$ cat config.mk
export PLATFORM = sky130hd
export DESIGN_NAME = hsv_to_rgb_integer
export DESIGN_NICKNAME = d
export VERILOG_FILES = /design/src/hdl/hsv2rgb_pkg.sv /design/src/hdl/hsv2rgb_sector.sv /design/src/hdl/hsv2rgb_level.sv /design/src/hdl/hsv2rgb_route.sv /design/src/hdl/hsv_to_rgb_integer.sv
export SDC_FILE = /design/constraint.sdc
export NUM_CORES = 2
export LEC_CHECK = 0
export ABC_CLOCK_PERIOD_IN_PS = 9300
export BUFFER_PORTS_ARGS = -buffer_cell sky130_fd_sc_hd__buf_2
export CAP_MARGIN = 30
export CORE_ASPECT_RATIO = 1.25
export CORE_MARGIN = 2
export CORE_UTILIZATION = 46
export CTS_CLUSTER_DIAMETER = 30
export CTS_CLUSTER_SIZE = 20
export DETAILED_ROUTE_END_ITERATION = 16
export SETUP_SLACK_MARGIN = 0.2
export SLEW_MARGIN = 20
export SYNTH_ARGS = -nofsm -noshare
export SYNTH_HDL_FRONTEND = slang
export SYNTH_SLANG_ARGS = --single-unit
$ cat constraint.sdc
create_clock -name clock -period 9.3 [get_ports clock]
set_input_delay 0.93 -clock clock [delete_from_list [all_inputs] [get_ports clock]]
set_output_delay 0.93 -clock clock [all_outputs]
set_load 0.005 [all_outputs]
$ cat src/hdl/hsv2rgb_pkg.sv
// Shared types and constants of the HSV to RGB converter.
package hsv2rgb_pkg;

   localparam int HUE_W = 18;
   localparam int BYTE_W = 8;
   localparam int HUE_SCALE_DEF = 512;
   // Sector register plus level-pipeline stages plus output register.
   localparam int NUM_STAGES = 6;

   // Hue sector, sixty degrees each.
   typedef enum logic [2:0] {
      SEC_R_TO_Y = 3'd0,
      SEC_Y_TO_G = 3'd1,
      SEC_G_TO_C = 3'd2,
      SEC_C_TO_B = 3'd3,
      SEC_B_TO_M = 3'd4,
      SEC_M_TO_R = 3'd5
   } sector_type;

   // Per-pixel side data that rides along with the level pipeline.
   typedef struct packed {
      sector_type          sector;
      logic                grey;
      logic [BYTE_W-1:0]   value;
      logic [BYTE_W-1:0]   low;
   } side_type;

endpackage

$ cat src/hdl/hsv2rgb_sector.sv
// First stage: hue clamp, sector search, in-sector offset and low level.
module hsv2rgb_sector #(
   parameter int HUE_SCALE = hsv2rgb_pkg::HUE_SCALE_DEF,
   parameter int FW = $clog2(60 * HUE_SCALE + 1)
) (
   input  logic                                clock,
   input  logic                                en,
   input  logic [hsv2rgb_pkg::HUE_W-1:0]       hue,
   input  logic [hsv2rgb_pkg::BYTE_W-1:0]      saturation,
   input  logic [hsv2rgb_pkg::BYTE_W-1:0]      brightness,
   output logic [FW-1:0]                       fall_ff,
   output logic [FW-1:0]                       rise_ff,
   output logic [hsv2rgb_pkg::BYTE_W-1:0]      sat_ff,
   output hsv2rgb_pkg::side_type               side_ff
);

   localparam int SPAN = 60 * HUE_SCALE;
   localparam logic [31:0] HUE_TOP = 32'(360 * HUE_SCALE - 1);
   localparam logic [31:0] SPAN_32 = 32'(SPAN);

   logic [31:0]                      hue_ext;
   logic [hsv2rgb_pkg::HUE_W-1:0]    hue_c;
   logic [31:0]                      base;
   logic [31:0]                      diff;
   logic [16:0]                      low_prod;
   hsv2rgb_pkg::sector_type          sector;
   logic [FW-1:0]                    fall_in;
   logic [FW-1:0]                    rise_in;
   hsv2rgb_pkg::side_type            side_in;

   always_comb begin
      hue_ext = 32'(hue);
      // clamp to the last representable hue below 360 degrees
      hue_c = (hue_ext > HUE_TOP) ? HUE_TOP[hsv2rgb_pkg::HUE_W-1:0] : hue;

      if (32'(hue_c) >= 5 * SPAN_32) begin
         sector = hsv2rgb_pkg::SEC_M_TO_R;
      end else if (32'(hue_c) >= 4 * SPAN_32) begin
         sector = hsv2rgb_pkg::SEC_B_TO_M;
      end else if (32'(hue_c) >= 3 * SPAN_32) begin
         sector = hsv2rgb_pkg::SEC_C_TO_B;
      end else if (32'(hue_c) >= 2 * SPAN_32) begin
         sector = hsv2rgb_pkg::SEC_G_TO_C;
      end else if (32'(hue_c) >= SPAN_32) begin
         sector = hsv2rgb_pkg::SEC_Y_TO_G;
      end else begin
         sector = hsv2rgb_pkg::SEC_R_TO_Y;
      end

      case (sector)
         hsv2rgb_pkg::SEC_R_TO_Y: base = 32'd0;
         hsv2rgb_pkg::SEC_Y_TO_G: base = SPAN_32;
         hsv2rgb_pkg::SEC_G_TO_C: base = 2 * SPAN_32;
         hsv2rgb_pkg::SEC_C_TO_B: base = 3 * SPAN_32;
         hsv2rgb_pkg::SEC_B_TO_M: base = 4 * SPAN_32;
         default:                 base = 5 * SPAN_32;
      endcase

      diff = 32'(hue_c) - base;
      fall_in = diff[FW-1:0];
      rise_in = FW'(SPAN) - fall_in;

      low_prod = 17'(brightness) * (17'd256 - 17'(saturation));

      side_in.sector = sector;
      side_in.grey   = (saturation == '0);
      side_in.value  = brightness;
      side_in.low    = low_prod[15:8];
   end

   always_ff @(posedge clock) begin
      if (en) begin
         fall_ff <= fall_in;
         rise_ff <= rise_in;
         sat_ff  <= saturation;
         side_ff <= side_in;
      end
   end

endmodule

$ cat src/hdl/hsv2rgb_level.sv
// Four-stage pipeline: ceil(x*s*v / (256*span)) by products and a reciprocal.
module hsv2rgb_level #(
   parameter int HUE_SCALE = hsv2rgb_pkg::HUE_SCALE_DEF,
   parameter int FW = $clog2(60 * HUE_SCALE + 1)
) (
   input  logic                                clock,
   input  logic [3:0]                          en,
   input  logic [FW-1:0]                       x,
   input  logic [hsv2rgb_pkg::BYTE_W-1:0]      sat,
   input  logic [hsv2rgb_pkg::BYTE_W-1:0]      value,
   output logic [hsv2rgb_pkg::BYTE_W-1:0]      quot
);

   localparam int SPAN = 60 * HUE_SCALE;
   localparam int CW = $clog2(257 * SPAN);
   localparam int RECIP = (2 ** CW) / SPAN;
   localparam int MW = $clog2(RECIP + 1);
   localparam logic [CW-1:0] SPAN_C = CW'(SPAN);
   localparam logic [MW-1:0] RECIP_C = MW'(RECIP);

   logic [FW+7:0]         xs_ff;
   logic [FW+7:0]         xs_in;
   logic [FW+15:0]        b_ff;
   logic [FW+15:0]        b_in;
   logic [FW+16:0]        b_round;
   logic [CW-1:0]         c_in;
   logic [CW-1:0]         c_ff;
   logic [CW+MW-1:0]      est_prod;
   logic [7:0]            est_in;
   logic [CW-1:0]         back;
   logic [CW-1:0]         c4_ff;
   logic [7:0]            est4_ff;
   logic [CW-1:0]         rem;

   always_comb begin
      xs_in = (FW+8)'(x) * (FW+8)'(sat);
      b_in = (FW+16)'(xs_ff) * (FW+16)'(value);
      // ceil by 256 first, then bias for ceil by span
      b_round = (FW+17)'(b_ff) + (FW+17)'(255);
      c_in = CW'(b_round >> 8) + SPAN_C - CW'(1);
      // estimate is exact or one low
      est_prod = (CW+MW)'(c_ff) * (CW+MW)'(RECIP_C);
      est_in = est_prod[CW+7:CW];
      // bump the estimate when a whole span is left over
      back = CW'(est4_ff) * SPAN_C;
      rem = c4_ff - back;
      quot = (rem >= SPAN_C) ? est4_ff + 8'd1 : est4_ff;
   end

   always_ff @(posedge clock) begin
      if (en[0]) begin
         xs_ff <= xs_in;
      end
      if (en[1]) begin
         b_ff <= b_in;
      end
      if (en[2]) begin
         c_ff <= c_in;
      end
      if (en[3]) begin
         c4_ff   <= c_ff;
         est4_ff <= est_in;
      end
   end

endmodule

$ cat src/hdl/hsv2rgb_route.sv
// Output stage: form falling and rising levels and route them by sector.
module hsv2rgb_route (
   input  logic                                clock,
   input  logic                                en,
   input  hsv2rgb_pkg::side_type               side,
   input  logic [hsv2rgb_pkg::BYTE_W-1:0]      fall_cut,
   input  logic [hsv2rgb_pkg::BYTE_W-1:0]      rise_cut,
   output logic [hsv2rgb_pkg::BYTE_W-1:0]      red_ff,
   output logic [hsv2rgb_pkg::BYTE_W-1:0]      green_ff,
   output logic [hsv2rgb_pkg::BYTE_W-1:0]      blue_ff
);

   logic [hsv2rgb_pkg::BYTE_W-1:0] fall;
   logic [hsv2rgb_pkg::BYTE_W-1:0] rise;
   logic [hsv2rgb_pkg::BYTE_W-1:0] red_in;
   logic [hsv2rgb_pkg::BYTE_W-1:0] green_in;
   logic [hsv2rgb_pkg::BYTE_W-1:0] blue_in;

   always_comb begin
      fall = side.value - fall_cut;
      rise = side.value - rise_cut;
      if (side.grey) begin
         red_in   = side.value;
         green_in = side.value;
         blue_in  = side.value;
      end else begin
         case (side.sector)
            hsv2rgb_pkg::SEC_R_TO_Y: begin
               red_in = side.value; green_in = rise;       blue_in = side.low;
            end
            hsv2rgb_pkg::SEC_Y_TO_G: begin
               red_in = fall;       green_in = side.value; blue_in = side.low;
            end
            hsv2rgb_pkg::SEC_G_TO_C: begin
               red_in = side.low;   green_in = side.value; blue_in = rise;
            end
            hsv2rgb_pkg::SEC_C_TO_B: begin
               red_in = side.low;   green_in = fall;       blue_in = side.value;
            end
            hsv2rgb_pkg::SEC_B_TO_M: begin
               red_in = rise;       green_in = side.low;   blue_in = side.value;
            end
            default: begin
               red_in = side.value; green_in = side.low;   blue_in = fall;
            end
         endcase
      end
   end

   always_ff @(posedge clock) begin
      if (en) begin
         red_ff   <= red_in;
         green_ff <= green_in;
         blue_ff  <= blue_in;
      end
   end

endmodule

$ cat src/hdl/hsv_to_rgb_integer.sv
// Top level of the pipelined integer HSV to RGB pixel converter.
//
//   channel   direction   tdata fields (low bit first)
//   req_      in          hue[17:0], saturation[25:18], brightness[33:26], zero[39:34]
//   rsp_      out         red[7:0], green[15:8], blue[23:16]
//
// One pixel per clock in steady state while the result side accepts; each pixel
// passes the sector stage, four level stages and the output register.
// Every stage can load in every cycle, so a new pixel can enter each clock.
// Reset clears only the valid bits; payload registers are left as they are.
// Each stage advances when it is empty or the stage after it advances, so a
// held result stalls only the occupied stages and bubbles still fill behind.
module hsv_to_rgb_integer #(
   parameter int HUE_SCALE = hsv2rgb_pkg::HUE_SCALE_DEF
) (
   input  logic         clock,
   input  logic         reset,
   input  logic         req_tvalid,
   output logic         req_tready,
   input  logic [39:0]  req_tdata,   // hue[17:0], saturation[25:18], brightness[33:26]
   output logic         rsp_tvalid,
   input  logic         rsp_tready,
   output logic [23:0]  rsp_tdata    // red[7:0], green[15:8], blue[23:16]
);

   localparam int FW = $clog2(60 * HUE_SCALE + 1);
   localparam int NS = hsv2rgb_pkg::NUM_STAGES;

   logic [NS-1:0]                       vld_ff;
   logic [NS-1:0]                       vld_in;
   logic [NS:0]                         rdy;
   logic [FW-1:0]                       fall_x;
   logic [FW-1:0]                       rise_x;
   logic [hsv2rgb_pkg::BYTE_W-1:0]      sat_s0;
   hsv2rgb_pkg::side_type               side_s0;
   hsv2rgb_pkg::side_type               side_ff [1:4];
   logic [hsv2rgb_pkg::BYTE_W-1:0]      fall_cut;
   logic [hsv2rgb_pkg::BYTE_W-1:0]      rise_cut;
   logic [hsv2rgb_pkg::BYTE_W-1:0]      red;
   logic [hsv2rgb_pkg::BYTE_W-1:0]      green;
   logic [hsv2rgb_pkg::BYTE_W-1:0]      blue;

   // Ready ripples back: a stage loads when empty or when its successor loads.
   always_comb begin
      rdy[NS] = rsp_tready;
      for (int k = NS - 1; k >= 0; k--) begin
         rdy[k] = !vld_ff[k] || rdy[k+1];
      end
      vld_in[0] = rdy[0] ? req_tvalid : vld_ff[0];
      for (int k = 1; k < NS; k++) begin
         vld_in[k] = rdy[k] ? vld_ff[k-1] : vld_ff[k];
      end
   end

   always_ff @(posedge clock) begin
      if (reset) begin
         vld_ff <= '0;
      end else begin
         vld_ff <= vld_in;
      end
   end

   assign req_tready = rdy[0];
   assign rsp_tvalid = vld_ff[NS-1];
   assign rsp_tdata  = {blue, green, red};

   hsv2rgb_sector #(.HUE_SCALE(HUE_SCALE), .FW(FW)) u_sector (
      .clock      (clock),
      .en         (rdy[0]),
      .hue        (req_tdata[17:0]),
      .saturation (req_tdata[25:18]),
      .brightness (req_tdata[33:26]),
      .fall_ff    (fall_x),
      .rise_ff    (rise_x),
      .sat_ff     (sat_s0),
      .side_ff    (side_s0)
   );

   // Hold side data alongside the level pipelines.
   always_ff @(posedge clock) begin
      if (rdy[1]) begin
         side_ff[1] <= side_s0;
      end
      for (int k = 2; k <= 4; k++) begin
         if (rdy[k]) begin
            side_ff[k] <= side_ff[k-1];
         end
      end
   end

   // Falling level cut: ceil(f*s*v / (256*span)).
   hsv2rgb_level #(.HUE_SCALE(HUE_SCALE), .FW(FW)) u_level_fall (
      .clock (clock),
      .en    (rdy[4:1]),
      .x     (fall_x),
      .sat   (sat_s0),
      .value (side_ff[1].value),
      .quot  (fall_cut)
   );

   // Rising level cut: ceil((span-f)*s*v / (256*span)).
   hsv2rgb_level #(.HUE_SCALE(HUE_SCALE), .FW(FW)) u_level_rise (
      .clock (clock),
      .en    (rdy[4:1]),
      .x     (rise_x),
      .sat   (sat_s0),
      .value (side_ff[1].value),
      .quot  (rise_cut)
   );

   hsv2rgb_route u_route (
      .clock    (clock),
      .en       (rdy[5]),
      .side     (side_ff[4]),
      .fall_cut (fall_cut),
      .rise_cut (rise_cut),
      .red_ff   (red),
      .green_ff (green),
      .blue_ff  (blue)
   );

endmodule

==> metrics.md <==
| Metric | Value |
|---|---|
| Average size of a mapped cell | `around 10 um^2` |
| DR pass1 iterations | `5` |
| Number of I/O pins | `70` |
| Layout cells sized above 1 | `0.05915` |
| Initial Util | `0.4640` |
| Clock Path Buffers | `3` |
| RR Endpoint | `u_route.blue_ff[7]` |
| Routed vias | `27041` |
| Slew Limit Headroom | `0.3626` |
| PortBufs | `63` |
| Width of the die | `269.3 um` |
| Vias in the first global route | `28060` |
| Fin crit share | `0.8435` |
| Row count | `121` |
| Largest net degree at the start of global routing | `67` |
| CTS tree | `done` |
| Hold crit path type | `flop to flop` |
| Die area | `90360 um^2` |
| Worst R2R Setup Slack | `1.46 ns` |
| Htree depth | `3` |
| Final Max Slew Viols | `0` |
| Yosys warnings | `0` |
| Post-layout min period | `7.845 ns` |
| Arr. time, crit path | `8.20 ns` |
| Grt ovf | `0` |
| Post-CTS Setup Bufs | `0` |
| Max stage delay on crit path | `0.70 ns` |
| Initial DRC count | `approximately 1200` |
| Synthesized area | `40460 um^2` |
| Critical R2R Launch | `u_level_fall.est4_ff[1]` |
| Final hold violations | `0` |
| Post-synth EDFFs | `between 300 and 400` |
| Fmax | `127.5 MHz` |
| Final Skew | `0.03474 ns` |
| CP max-delay cell | `or4_1` |
| DRC | `0` |
| Fin nets | `5066` |
| Crit Path Category | `flop to flop` |
| Remaining antenna violation count after routing | `0` |
| Vias/cell | `5.109` |
| Post-synth ARST share | `0` |
| Number of max-cap violations | `0` |
| Hold_buf cts | `0` |
| CTS Buf Count | `72` |
| Final setup TNS | `0 ns` |
| Sequential area share after synthesis | `0.2650` |
| Clock sinks | `359` |
| FILL cells | `8103` |
| Required time of the worst setup path | `9.66 ns` |
| Unrepaired setup endpoints after global routing | `false` |
| Status | `complete, no violations` |
| Area Overhead vs Synth | `10.24%` |
| Drt total wl | `79.47 mm` |
| CTS clock-pin slew for the worst setup and hold paths | `0.05 ns` |
| R2r worst-path depth | `30` |
| CP Capture Point | `u_route.blue_ff[7]` |
| Cell variety after synth | `79` |
| WL/cell | `15.01 um` |
| Synth Net Count | `about 5000` |
| Most common cell after layout, fill and taps aside | `inv_1` |
| Critical path startpoint | `u_level_fall.est4_ff[1]` |
| All-Layer GR Usage | `0.1815` |
| Initial antenna violation count | `0` |
| CP endpoint kind | `flop` |
| Crit start category | `flop` |
| Global-route wire length before repair | `135.5 mm` |
| Commonest non-fill, non-tap cells in the layout | `676 x inv_1, 507 x fa_1, 467 x nand2_1` |
| Worst-path maximum fanout | `7` |
| Post-synthesis cell count | `about 4000` |
| Most frequent CP cell | `a21oi_1` |
| Die height | `between 300 and 400 um` |
| Clock Latency Late Sink | `slightly above 0.6 ns` |
| Dpl hpwl | `63.03 mm` |
| Diode count | `0` |
| Routability cong. | `0.9119` |
| Core Area | `87200 um^2` |
| Yosys reg bits | `359` |
| Ys flop type | `edfxtp_1` |
| CTS resizes | `0` |
| Worst slew pin tran | `approximately 0.96 ns` |
| Setup-failing EPs final | `0` |
| Root Driver | `clkbuf_16` |
-- layer usage --
layer  vias to the layer above  GRT usage  wire [um]  share of wire
met5                         -          0          0              0
met4                         0    0.06040       1900          0.024
met3                       124    0.02417       2556          0.032
met2                       368     0.3275      40030           0.50
met1                     13301     0.2236      34990           0.44
li1                      13248          -          -              -
-- flip-flops by register name, indices dropped and copies added, names as in the netlist --
| signal | cells |
|---|---|
| u_route.red_ff | 8 |
| u_level_rise.b_ff | 30 |
| u_route.green_ff | 8 |
| u_level_rise.xs_ff | 22 |
| u_level_rise.c_ff | 23 |
| side_ff | 80 |
| u_route.blue_ff | 8 |
| u_sector.rise_ff | 15 |
| u_level_rise.c4_ff | 12 |
| u_level_fall.c_ff | 23 |
| u_level_fall.b_ff | 31 |
| u_level_fall.c4_ff | 12 |
| vld_ff | 6 |
| u_level_fall.est4_ff | 8 |
| u_level_fall.xs_ff | 23 |
| u_sector.sat_ff | 8 |
| u_sector.fall_ff | 14 |
| u_sector.side_ff | 20 |
| u_level_rise.est4_ff | 8 |
-- per-stage QoR --
| step | hold WS (ns) | std cells | utilization | setup slack (ns) | cell area, um^2 |
|---|---|---|---|---|---|
| floorplan | 0.4003 | 3998 | - | 2.262 | 40460 |
| global placement | 0.4005 | 5155 | 0.4822 | 1.465 | 42050 |
| detailed placement | 0.4045 | 5157 | 0.4828 | 1.460 | 42100 |
| CTS | 0.4141 | 5290 | 0.5110 | 1.428 | 44560 |
| global route | 0.4140 | 5293 | 0.5115 | 0.6920 | 44600 |
| finish | 0.4110 | 5293 | 0.5115 | 1.455 | 44600 |
-- how the worst min path moves through the flow --
stage | cells past startpoint | to | slack [ns] | from
3_3_place_gp | 0 | side_ff[0][31] | 0.40 | u_sector.side_ff[11]
2_1_floorplan | 0 | side_ff[0][20] | 0.40 | u_sector.side_ff[0]
4_1_cts | 0 | side_ff[0][91] | 0.41 | side_ff[0][71]
3_5_place_dp | 0 | side_ff[0][24] | 0.40 | u_sector.side_ff[4]
6_report | 0 | side_ff[0][91] | 0.41 | side_ff[0][71]
5_1_grt | 0 | side_ff[0][91] | 0.41 | side_ff[0][71]
-- cell usage after synthesis (7+ instances only) --
cell type	instances	area share
fa_1	507	0.25
a311oi_1	10	0.0022
a22oi_1	8	0.0015
nand2_1	469	0.044
ha_1	449	0.14
o21a_1	29	0.0054
edfxtp_1	353	0.26
a21o_1	32	0.0059
nor4_1	16	0.0025
nor3b_1	7	0.0013
o22ai_1	10	0.0015
inv_1	677	0.063
or3_1	25	0.0039
a21oi_1	134	0.017
o21bai_1	14	0.0026
nor2b_1	25	0.0039
clkbuf_1	85	0.0079
a31oi_1	17	0.0026
nand4_1	13	0.0020
nor2_1	142	0.013
o2111ai_1	7	0.0015
a211oi_1	19	0.0035
o21ai_0	85	0.011
o31a_1	8	0.0017
xnor2_1	137	0.030
or2_2	14	0.0022
nand2b_1	31	0.0048
and2_1	320	0.049
nand3_1	61	0.0075
xor2_1	73	0.016
o31ai_1	10	0.0019
o211ai_1	21	0.0039
and3_1	21	0.0032
nor3_1	56	0.0069
-- critical path: cells and delay by family (launching register included) --
kind | cells | cell delay, ns
AO/OA/AOI/OAI | 13 | 2.44
XOR/XNOR | 3 | 0.57
adder cells (fa/ha/maj) | 5 | 2.01
buffers and inverters | 3 | 0.18
flip-flops | 1 | 0.50
multiplexers | 1 | 0.38
AND/OR/NAND/NOR | 5 | 1.52
-- final cells by class --
| class | instances | area [um^2] | area share |
|---|---|---|---|
| clock buffer | 79 | 1849 | 0.04146 |
| inverter | 677 | 2541 | 0.05697 |
| timing repair buffer | 87 | 558.0 | 0.01251 |
| sequential | 359 | 10720 | 0.2404 |
| clock inverter | 54 | 605.6 | 0.01358 |
| multi-input combinational | 2869 | 26870 | 0.6024 |
| tap | 1168 | 1461 | 0.03276 |
-- cell families after synthesis --
logic type      after synthesis  synth area share
simple gates               1224            0.1492
fa+ha+maj                   957            0.3900
buf+inv                     770           0.07153
compound gates              470           0.07676
flops                       359            0.2650
xor+xnor                    210           0.04546
mux                           8          0.002165
Power is left out: the tool's default activity adds up to more than one toggle a clock period on the data nets, which glitch-free logic cannot reach.
